### config.mk
export PLATFORM = sky130hd
export DESIGN_NAME = arc_voltage_monitor_pulse_timer_flat
export DESIGN_NICKNAME = d
export VERILOG_FILES = /design/src/rtl/avm_pkg.sv /design/src/rtl/avm_ifs.sv /design/src/rtl/avm_cdiv.sv /design/src/rtl/arc_voltage_monitor_pulse_timer.sv /design/src/flat_wrapper.sv
export SDC_FILE = /design/constraint.sdc
export NUM_CORES = 1
export LEC_CHECK = 0
export BUFFER_PORTS_ARGS = -buffer_cell sky130_fd_sc_hd__buf_2
export CORE_UTILIZATION = 50
export CTS_BUF_LIST = sky130_fd_sc_hd__clkbuf_2
export CTS_CLUSTER_SIZE = 30
export DETAILED_ROUTE_END_ITERATION = 10
export PLACE_DENSITY = 0.73
export SYNTH_ARGS = -nofsm -noshare
export SYNTH_HDL_FRONTEND = slang
export SYNTH_SLANG_ARGS = --single-unit
### constraint.sdc
create_clock -name clk -period 18.3 [get_ports clk]
set_clock_uncertainty 0.2 [all_clocks]
set_input_delay 3.66 -clock clk [delete_from_list [all_inputs] [get_ports clk]]
set_output_delay 3.66 -clock clk [all_outputs]
set_load 0.03 [all_outputs]
### src/rtl/avm_pkg.sv
package avm_pkg;

  localparam int unsigned CODE_W  = 10;
  localparam int unsigned MS_W    = 15;
  localparam int unsigned SKIP_W  = 5;
  localparam int unsigned WAIT_W  = 16;
  localparam int unsigned COUNT_W = 17;
  localparam int unsigned AVGN_W  = 4;
  localparam int unsigned SUM_W   = 14;
  localparam int unsigned CFG_IDX_W  = 3;
  localparam int unsigned CFG_DATA_W = 16;

  localparam int unsigned AVG_SAMPLES_DEF = 10;
  localparam int unsigned TICK_MS_DEF     = 5;
  localparam int unsigned PRE_PULSE_MS    = 200;

  localparam logic [CODE_W-1:0] CURRENT_ON_RST = CODE_W'(102);
  localparam logic [CODE_W-1:0] SHORT_TH_RST   = CODE_W'(50);
  localparam logic [CODE_W-1:0] WINDOW_LOW_RST = CODE_W'(23);
  localparam logic [CODE_W-1:0] WINDOW_HIGH_RST = CODE_W'(839);
  localparam logic [SKIP_W-1:0] SKIP_RST       = SKIP_W'(20);
  localparam logic [WAIT_W-1:0] SPARK_WAIT_RST = WAIT_W'(200);

  typedef enum logic {
    OP_TICK  = 1'b0,
    OP_START = 1'b1
  } opcode_t;

  typedef enum logic [CFG_IDX_W-1:0] {
    REG_CURRENT_ON  = 3'd0,
    REG_SHORT_TH    = 3'd1,
    REG_WINDOW_LOW  = 3'd2,
    REG_WINDOW_HIGH = 3'd3,
    REG_SKIP        = 3'd4,
    REG_SPARK_WAIT  = 3'd5
  } cfg_reg_t;

  typedef struct packed {
    logic              opcode;
    logic [CODE_W-1:0] voltage_code;
    logic [CODE_W-1:0] current_code;
    logic [MS_W-1:0]   pulse_ms;
  } in_word_t;

  typedef struct packed {
    logic              torch_on;
    logic              short_valid;
    logic [CODE_W-1:0] short_code;
    logic              report_valid;
    logic [CODE_W-1:0] report_value;
  } out_word_t;

endpackage

### src/rtl/avm_ifs.sv
interface avm_in_if;
  logic               valid;
  logic               ready;
  avm_pkg::in_word_t  data;

  modport source (output valid, output data, input ready);
  modport sink   (input valid, input data, output ready);
endinterface

interface avm_out_if;
  logic               valid;
  logic               ready;
  avm_pkg::out_word_t data;

  modport source (output valid, output data, input ready);
  modport sink   (input valid, input data, output ready);
endinterface

### src/rtl/avm_cdiv.sv
// Unsigned divide by a constant: multiply by the rounded-up reciprocal and shift.
// Exact for every NUM_W-bit numerator (shift = NUM_W + ceil(log2 DIVISOR)).
module avm_cdiv #(
  parameter int unsigned NUM_W   = 15,
  parameter int unsigned DIVISOR = 5
) (
  input  logic [NUM_W-1:0] num,
  output logic [NUM_W-1:0] quo
);

  localparam int unsigned SHIFT  = NUM_W + $clog2(DIVISOR);
  localparam longint unsigned MULT = ((64'd1 << SHIFT) + DIVISOR - 1) / DIVISOR;
  localparam int unsigned MULT_W = SHIFT + 1;
  localparam int unsigned PROD_W = NUM_W + MULT_W;

  logic [MULT_W-1:0] mult;
  logic [PROD_W-1:0] prod;

  assign mult = MULT_W'(MULT);
  assign prod = PROD_W'(num) * PROD_W'(mult);
  assign quo  = prod[SHIFT +: NUM_W];

endmodule

### src/rtl/arc_voltage_monitor_pulse_timer.sv
// Arc voltage monitor and pulse timer for a TIG torch. Each input word is either a
// measurement tick (opcode 0, one per TICK_MS ms: voltage and current converter codes)
// or a pulse start (opcode 1, pulse length in ms; zero is ignored). A tick first
// advances the pulse timer using the arc flag from the previous tick, then checks
// for a short (voltage below short_threshold: pulse cancelled, torch off, raw code
// reported), then updates the arc flag from the current. While the arc is on,
// in-window voltage codes are skipped skip_samples times and the next AVG_SAMPLES
// are summed; at arc end the truncated mean is reported if the set was full and the
// mean sits inside the window. Every input word gives exactly one result word.
// Rate: one word per clock sustained while results.ready is high; a word passes the
// input register, then the result register, with the single-pass timer and averager
// state update between them. The result register decouples the output side, so a new
// word is taken while a finished result still waits. Configuration registers are
// written through cfg_we/cfg_index/cfg_data; indices 6 and 7 are ignored.
module arc_voltage_monitor_pulse_timer #(
  parameter int unsigned AVG_SAMPLES = avm_pkg::AVG_SAMPLES_DEF,
  parameter int unsigned TICK_MS     = avm_pkg::TICK_MS_DEF
) (
  input  logic                             clk,
  input  logic                             rst,
  avm_in_if.sink                           samples,
  avm_out_if.source                        results,
  input  logic                             cfg_we,
  input  logic [avm_pkg::CFG_IDX_W-1:0]    cfg_index,
  input  logic [avm_pkg::CFG_DATA_W-1:0]   cfg_data
);

  localparam int unsigned CODE_W  = avm_pkg::CODE_W;
  localparam int unsigned COUNT_W = avm_pkg::COUNT_W;
  localparam int unsigned SKIP_W  = avm_pkg::SKIP_W;
  localparam int unsigned WAIT_W  = avm_pkg::WAIT_W;
  localparam int unsigned AVGN_W  = avm_pkg::AVGN_W;
  localparam int unsigned SUM_W   = avm_pkg::SUM_W;
  localparam int unsigned MS_W    = avm_pkg::MS_W;

  // pulse end after reset: spark wait plus the fixed pre-pulse length in ticks
  localparam int unsigned END_RST_INT =
    int'(avm_pkg::SPARK_WAIT_RST) + avm_pkg::PRE_PULSE_MS / TICK_MS;
  localparam logic [COUNT_W-1:0] PULSE_END_RST = COUNT_W'(END_RST_INT);
  localparam logic [AVGN_W-1:0]  AVG_N = AVGN_W'(AVG_SAMPLES);

  // config registers
  logic [CODE_W-1:0] current_on_threshold;
  logic [CODE_W-1:0] short_threshold;
  logic [CODE_W-1:0] window_low;
  logic [CODE_W-1:0] window_high;
  logic [SKIP_W-1:0] skip_samples;
  logic [WAIT_W-1:0] spark_wait_ticks;

  // block state
  logic               pulse_active, pulse_active_next;
  logic [COUNT_W-1:0] pulse_count, pulse_count_next;
  logic [COUNT_W-1:0] pulse_end, pulse_end_next;
  logic               arc_on, arc_on_next;
  logic [SKIP_W-1:0]  skip_left, skip_left_next;
  logic [AVGN_W-1:0]  avg_count, avg_count_next;
  logic [SUM_W-1:0]   avg_sum, avg_sum_next;
  logic               torch_state, torch_state_next;

  // handshake / pipeline
  logic               s1_valid;
  avm_pkg::in_word_t  s1_word;
  logic               out_valid;
  avm_pkg::out_word_t out_word;
  avm_pkg::out_word_t res;
  logic               out_free;
  logic               s1_fire;
  logic               in_fire;

  // divide-by-constant units
  logic [MS_W-1:0]  ms_ticks;
  logic [SUM_W-1:0] mean;

  logic [COUNT_W-1:0] spark_ext;
  logic               in_window;

  // no word is taken while in reset
  assign out_free      = !out_valid || results.ready;
  assign s1_fire       = s1_valid && out_free;
  assign samples.ready = !rst && (!s1_valid || out_free);
  assign in_fire       = samples.valid && samples.ready;
  assign results.valid = out_valid;
  assign results.data  = out_word;

  avm_cdiv #(.NUM_W(MS_W), .DIVISOR(TICK_MS)) u_ms_div (
    .num (s1_word.pulse_ms),
    .quo (ms_ticks)
  );

  avm_cdiv #(.NUM_W(SUM_W), .DIVISOR(AVG_SAMPLES)) u_mean_div (
    .num (avg_sum),
    .quo (mean)
  );

  assign spark_ext = COUNT_W'(spark_wait_ticks);
  assign in_window = (s1_word.voltage_code > window_low) &&
                     (s1_word.voltage_code < window_high);

  // single-pass state update for the word in the input register
  always_comb begin
    logic [COUNT_W-1:0] cnt;
    logic [SUM_W-1:0]   mean_ok_cmp;
    pulse_active_next = pulse_active;
    pulse_count_next  = pulse_count;
    pulse_end_next    = pulse_end;
    arc_on_next       = arc_on;
    skip_left_next    = skip_left;
    avg_count_next    = avg_count;
    avg_sum_next      = avg_sum;
    torch_state_next  = torch_state;
    res               = '0;
    cnt               = pulse_count;
    mean_ok_cmp       = mean;

    if (s1_word.opcode == avm_pkg::OP_START) begin
      if (s1_word.pulse_ms != '0) begin
        pulse_count_next  = '0;
        pulse_end_next    = COUNT_W'(spark_ext + COUNT_W'(ms_ticks));
        pulse_active_next = 1'b1;
      end
    end else begin
      // timer advance, uses last tick's arc flag
      if (pulse_active) begin
        if (pulse_count == '0) begin
          torch_state_next = 1'b1;
        end
        if (pulse_count == pulse_end) begin
          torch_state_next  = 1'b0;
          pulse_active_next = 1'b0;
          cnt = '0;
        end else begin
          cnt = COUNT_W'(pulse_count + COUNT_W'(1));
        end
        if (arc_on && (cnt < spark_ext)) begin
          cnt = spark_ext;
        end
        if (!arc_on && (cnt >= spark_ext)) begin
          cnt = pulse_end;
        end
        pulse_count_next = cnt;
      end

      // short circuit cancels the pulse
      if (s1_word.voltage_code < short_threshold) begin
        pulse_active_next = 1'b0;
        torch_state_next  = 1'b0;
        pulse_count_next  = '0;
        res.short_valid   = 1'b1;
        res.short_code    = s1_word.voltage_code;
      end

      if (s1_word.current_code > current_on_threshold) begin
        arc_on_next = 1'b1;
        if (in_window) begin
          if ((skip_left == '0) && (avg_count < AVG_N)) begin
            avg_sum_next   = SUM_W'(avg_sum + SUM_W'(s1_word.voltage_code));
            avg_count_next = AVGN_W'(avg_count + AVGN_W'(1));
          end else if (skip_left != '0) begin
            skip_left_next = SKIP_W'(skip_left - SKIP_W'(1));
          end
        end
      end else if (arc_on) begin
        // arc end: report a full, in-window mean, then rearm the averager
        arc_on_next = 1'b0;
        if ((avg_count == AVG_N) &&
            (mean_ok_cmp > SUM_W'(window_low)) &&
            (mean_ok_cmp < SUM_W'(window_high))) begin
          res.report_valid = 1'b1;
          res.report_value = mean[CODE_W-1:0];
        end
        avg_sum_next   = '0;
        avg_count_next = '0;
        skip_left_next = skip_samples;
      end
    end

    res.torch_on = torch_state_next;
  end

  always_ff @(posedge clk) begin
    if (rst) begin
      s1_valid  <= 1'b0;
      out_valid <= 1'b0;
    end else begin
      if (in_fire) begin
        s1_valid <= 1'b1;
      end else if (s1_fire) begin
        s1_valid <= 1'b0;
      end
      if (s1_fire) begin
        out_valid <= 1'b1;
      end else if (results.ready) begin
        out_valid <= 1'b0;
      end
    end
  end

  // payload registers
  always_ff @(posedge clk) begin
    if (in_fire) begin
      s1_word <= samples.data;
    end
    if (s1_fire) begin
      out_word <= res;
    end
  end

  always_ff @(posedge clk) begin
    if (rst) begin
      pulse_active <= 1'b0;
      pulse_count  <= '0;
      pulse_end    <= PULSE_END_RST;
      arc_on       <= 1'b0;
      skip_left    <= avm_pkg::SKIP_RST;
      avg_count    <= '0;
      avg_sum      <= '0;
      torch_state  <= 1'b0;
    end else if (s1_fire) begin
      pulse_active <= pulse_active_next;
      pulse_count  <= pulse_count_next;
      pulse_end    <= pulse_end_next;
      arc_on       <= arc_on_next;
      skip_left    <= skip_left_next;
      avg_count    <= avg_count_next;
      avg_sum      <= avg_sum_next;
      torch_state  <= torch_state_next;
    end
  end

  always_ff @(posedge clk) begin
    if (rst) begin
      current_on_threshold <= avm_pkg::CURRENT_ON_RST;
      short_threshold      <= avm_pkg::SHORT_TH_RST;
      window_low           <= avm_pkg::WINDOW_LOW_RST;
      window_high          <= avm_pkg::WINDOW_HIGH_RST;
      skip_samples         <= avm_pkg::SKIP_RST;
      spark_wait_ticks     <= avm_pkg::SPARK_WAIT_RST;
    end else if (cfg_we) begin
      case (cfg_index)
        avm_pkg::REG_CURRENT_ON:  current_on_threshold <= cfg_data[CODE_W-1:0];
        avm_pkg::REG_SHORT_TH:    short_threshold      <= cfg_data[CODE_W-1:0];
        avm_pkg::REG_WINDOW_LOW:  window_low           <= cfg_data[CODE_W-1:0];
        avm_pkg::REG_WINDOW_HIGH: window_high          <= cfg_data[CODE_W-1:0];
        avm_pkg::REG_SKIP:        skip_samples         <= cfg_data[SKIP_W-1:0];
        avm_pkg::REG_SPARK_WAIT:  spark_wait_ticks     <= cfg_data[WAIT_W-1:0];
        default: begin
        end
      endcase
    end
  end

  // torch is only ever on inside a running pulse
  a_torch_in_pulse: assert property (@(posedge clk) disable iff (rst)
    torch_state |-> pulse_active)
    else $error("torch on without an active pulse");

  // averager never overfills
  a_avg_bound: assert property (@(posedge clk) disable iff (rst)
    avg_count <= AVG_N)
    else $error("average count above sample limit");

  // no sample is summed while skipping is still pending
  a_skip_before_sum: assert property (@(posedge clk) disable iff (rst)
    (skip_left != '0) |-> (avg_count == '0))
    else $error("samples summed before skip finished");

  // a pending report word means the arc has ended
  a_report_arc_off: assert property (@(posedge clk) disable iff (rst)
    (out_valid && out_word.report_valid) |-> !arc_on)
    else $error("report pending while arc still on");

  // a short always leaves the torch off in the same word
  a_short_torch_off: assert property (@(posedge clk) disable iff (rst)
    (out_valid && out_word.short_valid) |-> !out_word.torch_on)
    else $error("short reported with torch on");

endmodule
### src/flat_wrapper.sv
// flat-port wrapper written by rule: the top's interface ports become plain ports
module arc_voltage_monitor_pulse_timer_flat 
#(
  parameter int unsigned AVG_SAMPLES = avm_pkg::AVG_SAMPLES_DEF,
  parameter int unsigned TICK_MS     = avm_pkg::TICK_MS_DEF
)
  (clk, rst, cfg_we, cfg_index, cfg_data, samples_valid, samples_data, samples_ready, results_valid, results_data, results_ready);
  avm_in_if samples_i ();
  avm_out_if results_i ();
  input  logic clk;
  input  logic rst;
  input  logic cfg_we;
  input  logic [avm_pkg::CFG_IDX_W-1:0] cfg_index;
  input  logic [avm_pkg::CFG_DATA_W-1:0] cfg_data;
  input wire logic [$bits(samples_i.valid)-1:0] samples_valid;
  input wire logic [$bits(samples_i.data)-1:0] samples_data;
  output wire logic [$bits(samples_i.ready)-1:0] samples_ready;
  output wire logic [$bits(results_i.valid)-1:0] results_valid;
  output wire logic [$bits(results_i.data)-1:0] results_data;
  input wire logic [$bits(results_i.ready)-1:0] results_ready;
  assign samples_i.valid = samples_valid;
  assign samples_i.data = samples_data;
  assign samples_ready = samples_i.ready;
  assign results_valid = results_i.valid;
  assign results_data = results_i.data;
  assign results_i.ready = results_ready;
  arc_voltage_monitor_pulse_timer #(.AVG_SAMPLES(AVG_SAMPLES), .TICK_MS(TICK_MS)) u_core (.clk(clk), .rst(rst), .samples(samples_i), .results(results_i), .cfg_we(cfg_we), .cfg_index(cfg_index), .cfg_data(cfg_data));
endmodule
==> flow_metrics.py, run 1 <==
metrics = {
    "status": {
        "outcome": "finished, final reports clean",
    },
    "critical_path": {
        "end_kind": "register",
        "r2r_slack_ns": 9.93,
        "slowest_delay_ns": 0.53,
        "path_buf_inv": 7,
        "critPathTopFamily": "adder cells",
        "crit_fanout": 11,
        "cp.depth": 30,
        "cp_slowest_cell": "fa_1",
        "critPathLaunchType": "register",
        "reg2reg_depth": 30,
        "critPathKind": "reg -> reg",
        "cp_common_cell": "inv_1",
        "cp.arrival_ns": 8.87,
        "required_ns": 18.79,
    },
    "cts": {
        "clkSlewWorstSetupHoldPaths_ns": 0.31,
        "cts-buffers-inserted": 17,
        "tritoncts": "built",
        "clk-insertion-delay-late_ns": 0.86,
        "cts_sinks": 182,
        "htree_levels": 4,
        "cts_buffer_depth": 2,
        "cts_resized": 0,
        "cts_root_buffer": "clkbuf_2",
        "hold_buffers": 0,
        "cts_setup_buffers": 0,
    },
    "final_layout": {
        "drive_gt1_frac": 0.0823,
        "fin_util": 0.541,
        "nNetsFinal": 2435,
        "area.growth.synth_to_final_pct": 6.18,
        "finalInstanceArea_sq_um": 18700,
        "final_cell_mix": "335 x ha_1, 288 x inv_1, 146 x nor2_1, 123 x dfxtp_1, 121 x fa_1",
        "layout_commonest_cell": "ha_1",
    },
    "global_route": {
        "grt_pass1_vias": 13200,
        "grt_pass1_wl_um": 67700,
        "grt_max_degree": 63,
        "grt_usage": 0.240,
        "grt_overflow": 0,
        "antenna_found_initial": 8,
    },
    "floorplan": {
        "io_pins": 85,
        "num_rows": 68,
        "die-height_um": 190,
        "dieArea_sq_um": 36000,
        "core-area_sq_um": 34600,
        "start_util": 0.509,
        "die_w_um": 190,
    },
    "sta": {
        "setup_viol": 0,
        "slew_headroom": 0.157,
        "rsz0062_at_grt": "false",
        "period_share": 0.458,
        "slew_viol_final": 0,
        "hold_viol_final": 0,
        "fin_crit_ns": 8.37,
        "finalSetupTns_ns": 0,
        "fmax_mhz": 119,
        "tightestPinTransition_ns": 1.26,
    },
    "power": {
        "p_sw_mw": 0.669,
        "switching_share": 0.438,
        "sequentialPowerShare": 0.298,
        "pwr-share-comb": 0.544,
        "p_leak_nw": 9.32,
        "power.internal_mw": 0.858,
        "p_per_area_nw_per_um2": 81.5,
        "power_frac_clock": 0.158,
        "vdd_drop_max_uv": 83.2,
    },
    "place": {
        "io_buffers": 84,
        "place_hpwl_um": 34100,
        "gp_congestion": 0.957,
        "placed_area_sq_um": 18400,
    },
    "routing": {
        "drt_wl_total_um": 41400,
        "drt-vias-per-instance": 5.56,
        "post_drt_wl_per_cell_um": 17.3,
        "postRouteAntennaNets": 0,
        "drc": 0,
        "drtIter0Drc": 1127,
        "via_count": 13300,
        "dr.pass1.iters": 7,
    },
    "yosys": {
        "synth_edf_count": 59,
        "syn_area_sq_um": 17600,
        "ys_ff_latch": 182,
        "synth-seq-area-share": 0.240,
        "synth.avg_cell_area_sq_um": 9.51,
        "synth_cells": 1855,
        "synth_nets": 2371,
        "yosys_warnings": 0,
        "synth_cell_type_count": 72,
        "synth_ff_type": "dfxtp_1",
        "synth-async-reset-ratio": 0,
    },
    "job": {
        "maxCapViolations": 0,
    },
    "worst_hold_path": {
        "whs_path_depth": 2,
        "holdCritPathClass": "reg -> reg",
    },
}
logic make-up after synthesis:
family          after synthesis  share of synthesized area
xor+xnor                     72                     0.0358
compound gates              318                      0.122
flops                       182                      0.240
fa+ha+maj                   456                      0.375
buf+inv                     334                     0.0762
simple gates                454                      0.125
mux                          39                     0.0253
metal layers:
layer / part of all wire / GRT usage / vias to the layer above
met2: 0.46 / 0.383 / 312
met1: 0.48 / 0.336 / 6420
li1: - / - / 6500
met5: 0.00072 / 0 / -
met3: 0.051 / 0.0402 / 53
met4: 0.018 / 0.0614 / 6
state kept, by name (all words and copies together) (netlist names):
name and cells:
u_core.s1_valid 1, u_core.s1_word 36, u_core.arc_on 1, u_core.pulse_count 17, u_core.spark_wait_ticks 16, u_core.skip_samples 5, u_core.pulse_end 17, u_core.torch_state 1
u_core.avg_sum 14, u_core.current_on_threshold 10, u_core.skip_left 5, u_core.results.valid 1, u_core.pulse_active 1, u_core.short_threshold 10, u_core.window_low 10, u_core.window_high 10
u_core.avg_count 4, u_core.results.data 23
cell usage after synthesis (all sizes together), types with 34 or more instances:
master | instances | area, sq um
ha | 335 | 4190
xor2 | 38 | 333
fa | 121 | 2420
edfxtp | 59 | 1770
nand2 | 113 | 424
dfxtp | 123 | 2460
o21ai | 49 | 245
a21oi | 95 | 475
xnor2 | 34 | 298
a21o | 35 | 263
inv | 288 | 1080
nor2 | 146 | 548
final timing paths:
kind,to,startpoint
setup / recovery,u_core.results.data[8],u_core.avg_sum[12]
hold reg to reg,u_core.window_high[4],u_core.window_high[4]
setup reg to reg,u_core.results.data[8],u_core.avg_sum[12]
hold / removal,u_core.window_high[4],u_core.window_high[4]
through the flow:
| stage | std cells | total power, mW | hold WS, ns | worst slack, ns |
|---|---|---|---|---|
| floorplan | 1855 | 1.10 | 0.236 | 9.91 |
| global placement | 2355 | 1.25 | 0.242 | 10.03 |
| detailed placement | 2355 | 1.28 | 0.248 | 9.96 |
| CTS | 2387 | 1.53 | 0.276 | 9.91 |
| global route | 2390 | 1.66 | 0.291 | 9.33 |
| finish | 2391 | 1.53 | 0.274 | 9.93 |
power groups by stage:
| stage | combinational [mW] | clock (mW) | sequential [mW] |
|---|---|---|---|
| floorplan | 0.636 | 0 | 0.459 |
| global placement | 0.787 | 0 | 0.462 |
| detailed placement | 0.821 | 0 | 0.462 |
| CTS | 0.831 | 0.246 | 0.455 |
| global route | 0.945 | 0.260 | 0.458 |
| finish | 0.830 | 0.241 | 0.455 |
tightest hold or removal path: cells and delay by family, from the launching register on:
family / cells / cell delay (ns)
AOI/OAI and AO/OA: 1 / 0.05
DFF: 1 / 0.38
and+or+nand+nor: 1 / 0.05
final cells by class:
type,instances,area (sq um)
fill,3077,15900
multi-input combinational,1339,12100
sequential,182,4230
inverter,288,1080
tap,455,569
timing repair buffer,91,475
clock inverter,15,206
clock buffer,17,85.1
antenna,4,10.0
(Power assumes the default switching activity.)
==> run 2, diff against run 1 <==
- PLACE_DENSITY: 0.73 -> 0.76
- clock period: 18.3 -> 7.5 ns (I/O delays scaled with it)
==> flow_metrics.py, run 2 (synthesized netlist as in run 1, its figures left out) <==
metrics = {
    "critical_path": {
        "critPathLaunchType": "register",
        "cp_slowest_cell": "fa_2",
        "cp.arrival_ns": 8.06,
        "critPathKind": "reg -> reg",
        "slowest_delay_ns": 0.55,
        "critPathTopFamily": "adder cells",
        "required_ns": 8.05,
        "end_kind": "register",
        "crit_fanout": 6,
        "path_buf_inv": 5,
    },
    "floorplan": {
        "die_w_um": 190,
        "io_pins": 85,
        "start_util": 0.509,
        "dieArea_sq_um": 36000,
        "die-height_um": 190,
        "num_rows": 68,
        "core-area_sq_um": 34600,
    },
    "sta": {
        "setup_viol": 1,
        "tightestPinTransition_ns": 1.15,
        "worst_slack_ns": -0.00377,
        "slew_viol_final": 0,
        "slew_headroom": 0.227,
        "hold_viol_final": 0,
        "rsz0062_at_grt": "true",
        "period_share": 1.00,
        "fin_crit_ns": 7.50,
        "fmax_mhz": 133,
    },
    "cts": {
        "cts-buffers-inserted": 17,
        "hold_buffers": 0,
        "clk-insertion-delay-late_ns": 0.87,
        "cts_buffer_depth": 2,
        "tritoncts": "built",
        "clkSlewWorstSetupHoldPaths_ns": 0.33,
        "cts_sinks": 182,
        "htree_levels": 4,
        "cts_root_buffer": "clkbuf_2",
    },
    "global_route": {
        "grt_max_degree": 79,
        "grt_pass1_vias": 14200,
        "antenna_found_initial": 2,
        "grt_usage": 0.247,
        "grt_overflow": 0,
        "grt_pass1_wl_um": 70000,
    },
    "final_layout": {
        "regArea_sq_um": 4240,
        "layout_commonest_cell": "ha_1",
        "multi_input_area_sq_um": 12500,
        "nNetsFinal": 2557,
        "top_register": "u_core.s1_word",
        "n_fill_cell": 2882,
        "drive_gt1_frac": 0.173,
        "fin_util": 0.576,
        "stdcell_count": 2510,
        "final_cell_mix": "319 x ha_1, 281 x inv_1, 142 x nor2_1, 128 x buf_4, 121 x dfxtp_1",
        "area.growth.synth_to_final_pct": 13.2,
        "largest_register_ffs": 36,
        "finalInstanceArea_sq_um": 20000,
    },
    "status": {
        "outcome": "finished with violations",
        "violations": "setup timing",
    },
    "routing": {
        "drt-vias-per-instance": 5.53,
        "post_drt_wl_per_cell_um": 17.3,
        "dr.pass1.iters": 5,
        "top_layer": "met5",
        "drt-met1-wl_um": 19300,
        "wl_met3_um": 2720,
        "via_count": 13900,
        "postRouteAntennaNets": 0,
        "drc": 0,
        "drtIter0Drc": 851,
        "met2_length_um": 20100,
        "drt_wl_total_um": 43400,
    },
    "place": {
        "io_buffers": 84,
        "placed_area_sq_um": 19200,
        "gp_congestion": 0.917,
        "place_hpwl_um": 35300,
        "dp_cells": 2457,
        "place_ws_ns": -0.443,
    },
    "power": {
        "vdd_drop_max_uv": 293,
        "total_power_mw": 4.11,
        "p_per_area_nw_per_um2": 206,
        "p_leak_nw": 9.91,
    },
    "job": {
        "maxCapViolations": 0,
    },
    "worst_hold_path": {
        "holdCritPathClass": "reg -> reg",
    },
}
[run 2: worst paths after layout]
check,cells past startpoint,end,from,slack (ns)
max,28,u_core.results.data[7],u_core.avg_sum[12],-0.004
min,2,u_core.window_high[7],u_core.window_high[7],0.27
max reg2reg,28,u_core.results.data[7],u_core.avg_sum[12],-0.004
min reg2reg,2,u_core.window_high[7],u_core.window_high[7],0.27
[run 2: power by group]
group | internal, mW | switching, mW
Sequential | 1.06 | 0.0429
Clock | 0.104 | 0.408
Combinational | 1.19 | 1.30
Total | 2.36 | 1.75
[run 2: metal layers]
layer	GRT usage	up-vias
met4	0.0958	2
met1	0.325	6634
met2	0.403	398
li1	-	6752
met3	0.0417	86
met5	0	-
[run 2: worst reg2reg max path: cells and delay by family (launching register included)]
kind                       cells  cell delay (ns)
DFF                            1             0.44
xor gates and xnor gates       1             0.20
and+or+nand+nor                7             1.03
buffers and inverters          5             0.55
AOI/OAI and AO/OA              7             1.32
adders and majority gates      8             3.65
[run 2: timing repair]
action / in CTS / in global routing
gates cloned: 1 / 0
gates resized for setup: 25 / 70
endpoints found under the setup margin: 16 / 22
buffers inserted: 11 / 8
pin swaps: 13 / 52
[run 2: cell type report]
cell class | count | area share
inverters | 288 | 0.0543
multi-input cells | 1339 | 0.624
well taps | 455 | 0.0285
clock buffers | 17 | 0.00426
clock inverters | 15 | 0.00689
diodes | 1 | 0.000125
repair buffers | 213 | 0.0698
flip-flops and latches | 182 | 0.212
[run 2: through the flow]
stage	setup TNS (ns)	hold slack, ns
finish	-0.00377	0.274
global placement	-0.773	0.243
detailed placement	-3.77	0.248
CTS	-0.0286	0.276
global route	-3.37	0.302
floorplan	0	0.236
